**src/sv/vtpg_pkg.sv**
```systemverilog
`default_nettype none

package vtpg_pkg;

	localparam int unsigned PIX_W     = 12;
	localparam int unsigned DIM_W     = 13;
	localparam int unsigned CH_W      = 8;
	localparam int unsigned NUM_CH    = 4;
	localparam int unsigned PROD_W    = 20;
	localparam int unsigned GR_W      = 21;
	localparam int unsigned RP_W      = 20;
	localparam int unsigned ADDR_W    = 5;
	localparam int unsigned DATA_W    = 32;
	localparam int unsigned DIV_STEPS = PIX_W;
	localparam int unsigned NUM_BARS  = 7;
	localparam int unsigned BAR_W     = 3;
	localparam int unsigned GRID_LOG2 = 5;

	localparam logic [DIM_W-1:0] MAX_DIM = 13'd4096;

	localparam logic [CH_W-1:0] GREY_HI      = 8'd220;
	localparam logic [CH_W-1:0] GREY_LO      = 8'd40;
	localparam logic [CH_W-1:0] GRID_GREY    = 8'd80;
	localparam logic [CH_W-1:0] BAR_LEVEL    = 8'd192;
	localparam logic [CH_W-1:0] ALPHA_OPAQUE = 8'd255;

	typedef enum logic [1:0] {
		MODE_SOLID    = 2'd0,
		MODE_GRADIENT = 2'd1,
		MODE_CHECKER  = 2'd2,
		MODE_TEST     = 2'd3
	} vtpg_mode_t;

	typedef enum logic [2:0] {
		REG_MODE         = 3'd0,
		REG_FRAME_WIDTH  = 3'd1,
		REG_FRAME_HEIGHT = 3'd2,
		REG_COLOR_ONE    = 3'd3,
		REG_COLOR_TWO    = 3'd4,
		REG_CHECKER_SIZE = 3'd5
	} vtpg_reg_t;

	// divisors shared by every step of the divide array
	typedef struct packed {
		logic [DIM_W-1:0] sz;
		logic [PIX_W-1:0] den;
		logic [DIM_W-1:0] den2;
	} vtpg_div_cfg_t;

	// one word in flight through the divide array
	typedef struct packed {
		logic [NUM_CH-1:0][GR_W-1:0] grem;
		logic [NUM_CH-1:0][CH_W-1:0] gq;
		logic [RP_W-1:0]             rrem;
		logic [CH_W-1:0]             rq;
		logic [PIX_W-1:0]            xrem;
		logic [PIX_W-1:0]            yrem;
		logic                        xq;
		logic                        yq;
		logic                        outside;
		logic [BAR_W-1:0]            bar;
		logic                        bar_row;
		logic                        grid;
	} vtpg_stage_t;

endpackage

`default_nettype wire

```
**src/sv/vtpg_div_stage.sv**
```systemverilog
`default_nettype none

// One restoring-divide step for every lane, with its own register and valid bit.
module vtpg_div_stage #(
	parameter int unsigned STEP = 0
) (
	input  logic                    clk,
	input  logic                    arst_n,
	input  vtpg_pkg::vtpg_div_cfg_t cfg,
	input  logic                    up_valid,
	input  vtpg_pkg::vtpg_stage_t   up_data,
	input  logic                    down_adv,
	output logic                    adv,
	output logic                    valid,
	output vtpg_pkg::vtpg_stage_t   data
);

	localparam int unsigned SH_W = vtpg_pkg::PIX_W + vtpg_pkg::DIM_W;

	logic                  valid_q;
	vtpg_pkg::vtpg_stage_t data_q;
	vtpg_pkg::vtpg_stage_t nxt;
	logic [SH_W-1:0]       sz_sh;
	logic [SH_W-1:0]       den_sh;
	logic [SH_W-1:0]       den2_sh;

	assign adv   = !valid_q || down_adv;
	assign valid = valid_q;
	assign data  = data_q;

	always_comb begin
		sz_sh   = SH_W'(cfg.sz) << STEP;
		den_sh  = SH_W'(cfg.den) << STEP;
		den2_sh = SH_W'(cfg.den2) << STEP;
		nxt     = up_data;

		// checker lanes: only the last quotient bit survives
		nxt.xq = vtpg_pkg::DIM_W'(up_data.xrem >> STEP) >= cfg.sz;
		if (nxt.xq) begin
			nxt.xrem = up_data.xrem - vtpg_pkg::PIX_W'(sz_sh);
		end
		nxt.yq = vtpg_pkg::DIM_W'(up_data.yrem >> STEP) >= cfg.sz;
		if (nxt.yq) begin
			nxt.yrem = up_data.yrem - vtpg_pkg::PIX_W'(sz_sh);
		end

		// gradient and ramp quotients have eight bits
		if (STEP < vtpg_pkg::CH_W) begin
			for (int c = 0; c < vtpg_pkg::NUM_CH; c++) begin
				if ((up_data.grem[c] >> STEP) >= vtpg_pkg::GR_W'(cfg.den2)) begin
					nxt.grem[c] = up_data.grem[c] - vtpg_pkg::GR_W'(den2_sh);
					nxt.gq[c]   = up_data.gq[c] | (vtpg_pkg::CH_W'(1) << STEP);
				end
			end
			if ((up_data.rrem >> STEP) >= vtpg_pkg::RP_W'(cfg.den)) begin
				nxt.rrem = up_data.rrem - vtpg_pkg::RP_W'(den_sh);
				nxt.rq   = up_data.rq | (vtpg_pkg::CH_W'(1) << STEP);
			end
		end
	end

	always_ff @(posedge clk or negedge arst_n) begin
		if (!arst_n) begin
			valid_q <= 1'b0;
		end else if (adv) begin
			valid_q <= up_valid;
		end
	end

	always_ff @(posedge clk) begin
		if (adv && up_valid) begin
			data_q <= nxt;
		end
	end

endmodule

`default_nettype wire

```
**config.mk**
```make
export PLATFORM = sky130hd
export DESIGN_NAME = vtpg_div_stage
export DESIGN_NICKNAME = d
export VERILOG_FILES = /design/src/sv/vtpg_pkg.sv /design/src/sv/vtpg_div_stage.sv
export SDC_FILE = /design/constraint.sdc
export NUM_CORES = 1
export LEC_CHECK = 0
export BUFFER_PORTS_ARGS = -buffer_cell sky130_fd_sc_hd__buf_4
export CAP_MARGIN = 5
export CORE_MARGIN = 10
export CORE_UTILIZATION = 41
export CTS_CLUSTER_DIAMETER = 200
export CTS_CLUSTER_SIZE = 14
export DETAILED_ROUTE_END_ITERATION = 16
export GPL_TIMING_DRIVEN = 0
export MAX_ROUTING_LAYER = met4
export PLACE_DENSITY = 0.68
export REMOVE_ABC_BUFFERS = 1
export SLEW_MARGIN = 10
export SYNTH_ARGS = -nofsm -noshare
export SYNTH_HDL_FRONTEND = slang
export SYNTH_SLANG_ARGS = --single-unit
```
**constraint.sdc**
```tcl
create_clock -name clk -period 11.35 [get_ports clk]
set_clock_uncertainty 0.1 [all_clocks]
set_input_delay 1.7025 -clock clk [delete_from_list [all_inputs] [get_ports clk]]
set_output_delay 1.7025 -clock clk [all_outputs]
set_load 0.01 [all_outputs]
```
==> metrics.yaml <==
cells_and_area:
  drive_gt1_share_pct: 32.6
  area_delta_synth_final_pct: 35.1
  fillers: 2324
  nNetsFinal: 1757
cts:
  clkLatencyLatePin_ns: 0.42
  cts_setup_buffers: 0
  cts_tree: "done"
  cts_made_buffers: 17
  cts.sinks: 177
  cts_resized: 0
  cts_max_level: 4
  path_clk_slew_ns: 0.08
  cts_hold_buf: 0
  cts_root_buf: "clkbuf_16"
  cts.path.max_buffers: 2
detailed_routing:
  drc_errors: 0
  wirelength_um: 34900
  detail-route-antenna-nets: 0
  vias: 9525
  dr.pass1.iters: 5
  post_drt_wl_per_cell_um: 19.4
  drt-initial-drc-count: 523
  vias_per_cell: 5.29
pwr:
  net-switching-power_uw: 569
  p_sw_share_pct: 29.9
  comb_power_share_pct: 26.7
  peakVddDrop_uv: 75.4
  power.internal_uw: 1330
  powerDensity_nw_per_um2: 124
  p_leak_uw: 0.00653
  p_clk_share_pct: 30.9
  seqPwrFrac_pct: 42.4
grt:
  grt-ovfl-total: 0
  grt_pass1_wl_um: 52200
  grt_usage_pct: 19.9
  antenna_found_initial: 4
  grt_pass1_vias: 9589
  grt_max_degree: 54
floorplanning:
  initial_core_util_pct: 41.9
  die_y_um: 186
  row_count: 60
  dieArea_um2: 34600
  core_um2: 27000
  die_x_um: 186
  top_level_ports: 396
timing:
  tightest_slew_ns: 0.971
  slew_headroom_pct: 35.2
  whs_ns: 0.492
  fmax_mhz: 209
  rsz0062_at_grt: "false"
  period_needed_ns: 4.77
  finalMaxSlewViolations: 0
  tns_ns: 0
  hold_viol: 0
  worst_slack_ns: 6.58
  setup_viol: 0
  finalCritPeriodShare_pct: 42.1
synth:
  seq_area_frac_synth_pct: 46.9
  synthFlopType: "edfxtp_1"
  ys_ff_latch: 177
  syn_inst: 1045
  synth_area_per_cell_um2: 10.8
  syn_area_um2: 11300
  synth_edf_count: 176
  ys_warn_count: 0
  ys_types: 67
  synth_async_sr_flop_share_pct: 0.565
outcome:
  status: "finished clean"
worst_setup_path:
  cp_max_fo: 13
  endpoint_kind: "register"
  slowest_stage: "a311oi_4"
  path_class: "input pin to register"
  crit_chain: "buf_4 -> inv_1 -> ha_1 -> a21o_1 -> a21o_1 -> a221o_1 -> a221o_1 -> o2111a_1 -> a311oi_4 -> mux2_2"
  required_ns: 11.44
  arrival_ns: 4.86
  start_kind: "input pin"
  critical_path.max_stage_delay_ns: 0.82
place:
  numPortBuffers: 393
  dp_hpwl_um: 28300
  place_congestion: 0.896
  place_ws_ns: 6.12
run:
  cap_viol_max_count: 0
worst_hold_path:
  timing.hold.worst.class: "register to register"
area by class of cell:
class	count	area [um^2]	share of cell area, %
inverter	66	248	1.62
clock buffer	17	425	2.78
tap	341	427	2.79
sequential	177	5310	34.7
antenna	5	12.5	0.0818
timing repair buffer	397	3040	19.9
clock inverter	14	146	0.958
multi-input combinational	785	5680	37.2
through the flow:
step / utilization, % / instances / area (um^2) / power, uW
after global placement: 54.1 / 1762 / 14600 / 1330
after floorplan: - / 1028 / 11200 / 1110
after CTS: 56.5 / 1797 / 15300 / 1930
after global routing: 56.6 / 1801 / 15300 / 2000
final: 56.6 / 1802 / 15300 / 1900
after detailed placement: 54.4 / 1766 / 14700 / 1330
power groups by stage:
stage               registers [uW]  logic, uW  clock network [uW]
finish                         807        508                 587
global route                   812        561                 628
CTS                            808        512                 605
detailed placement             822        510                   0
global placement               830        498                   0
floorplan                      855        260                   0
critical path, delay by kind of cell:
kind                     cells  cell delay [ns]
AO/OA/AOI/OAI                6             2.20
multiplexers                 1             0.42
adder cells (fa/ha/maj)      1             0.31
buffers and inverters        2             0.24
cells by family (layout without fill, tap and decap cells):
family                   after synthesis  in the layout  synth area share [%]
AND/OR/NAND/NOR                      312            312                  13.9
AO/OA/AOI/OAI                        240            240                  13.7
flip-flops                           177            177                  46.9
XOR/XNOR                             100            100                  7.74
adder cells (fa/ha/maj)               95             95                  11.0
buffers and inverters                 83            494                  2.92
multiplexers                          38             38                  3.90
other                                  0              5                     0
state kept, by name (all words and copies together) (netlist names):
name,count
data,176
valid,1
placed cells by master, fill, tap and decap left out, drive strengths merged, types with 4 or more instances in the layout:
cell type	instances
mux2i	10
nand3	19
ha	88
clkinv	7
diode	5
inv	72
or2	9
and3	4
clkbuf	17
buf	397
nor3	31
a311oi	4
fa	7
nor2	64
nor4	12
nand2	85
o21bai	5
o41ai	4
o211ai	4
nand4	9
nand2b	22
and2	6
o21ai	75
or4	4
nand3b	4
mux2	28
o31a	7
or3	12
a21boi	5
o21a	17
xnor2	56
a211oi	5
a21o	17
edfxtp	176
nor2b	20
xor2	44
a211o	6
a21oi	62
o31ai	8
final timing paths:
check | slack [ns] | startpoint | cells after the start | to
hold / removal | 0.49 | valid$_DFFE_PN0N_ | 2 | valid$_DFFE_PN0N_
setup reg to reg | 9.22 | valid$_DFFE_PN0N_ | 4 | data[61]$_DFFE_PP_
min in group asynchronous | 0.94 | arst_n | 1 | valid$_DFFE_PN0N_
hold reg to reg | 0.49 | valid$_DFFE_PN0N_ | 2 | valid$_DFFE_PN0N_
setup / recovery | 6.58 | cfg[31] | 10 | data[11]$_DFFE_PP_
max in group asynchronous | 10.12 | arst_n | 1 | valid$_DFFE_PN0N_
synth_stat cells, types with 21 or more instances:
cell	instances	area, um^2
nor3_1	30	150
nand2_1	85	319
xnor2_1	56	490
mux2_2	21	236
edfxtp_1	176	5290
ha_1	88	1100
o21ai_0	72	360
inv_1	66	248
a21oi_1	62	310
nand2b_1	22	138
nor2_1	64	240
xor2_1	44	385
per-layer routing:
layer / part of all wire, % / wire (um) / track usage, % / vias up
li1: - / - / - / 4680
met4: 1.6 / 550 / 5.16 / 0
met2: 50 / 17500 / 33.8 / 329
met1: 40 / 13900 / 22.7 / 4487
met5: 0 / 0 / - / -
met3: 8.5 / 2970 / 5.75 / 29
No activity file was read; power rests on OpenSTA's default activity.
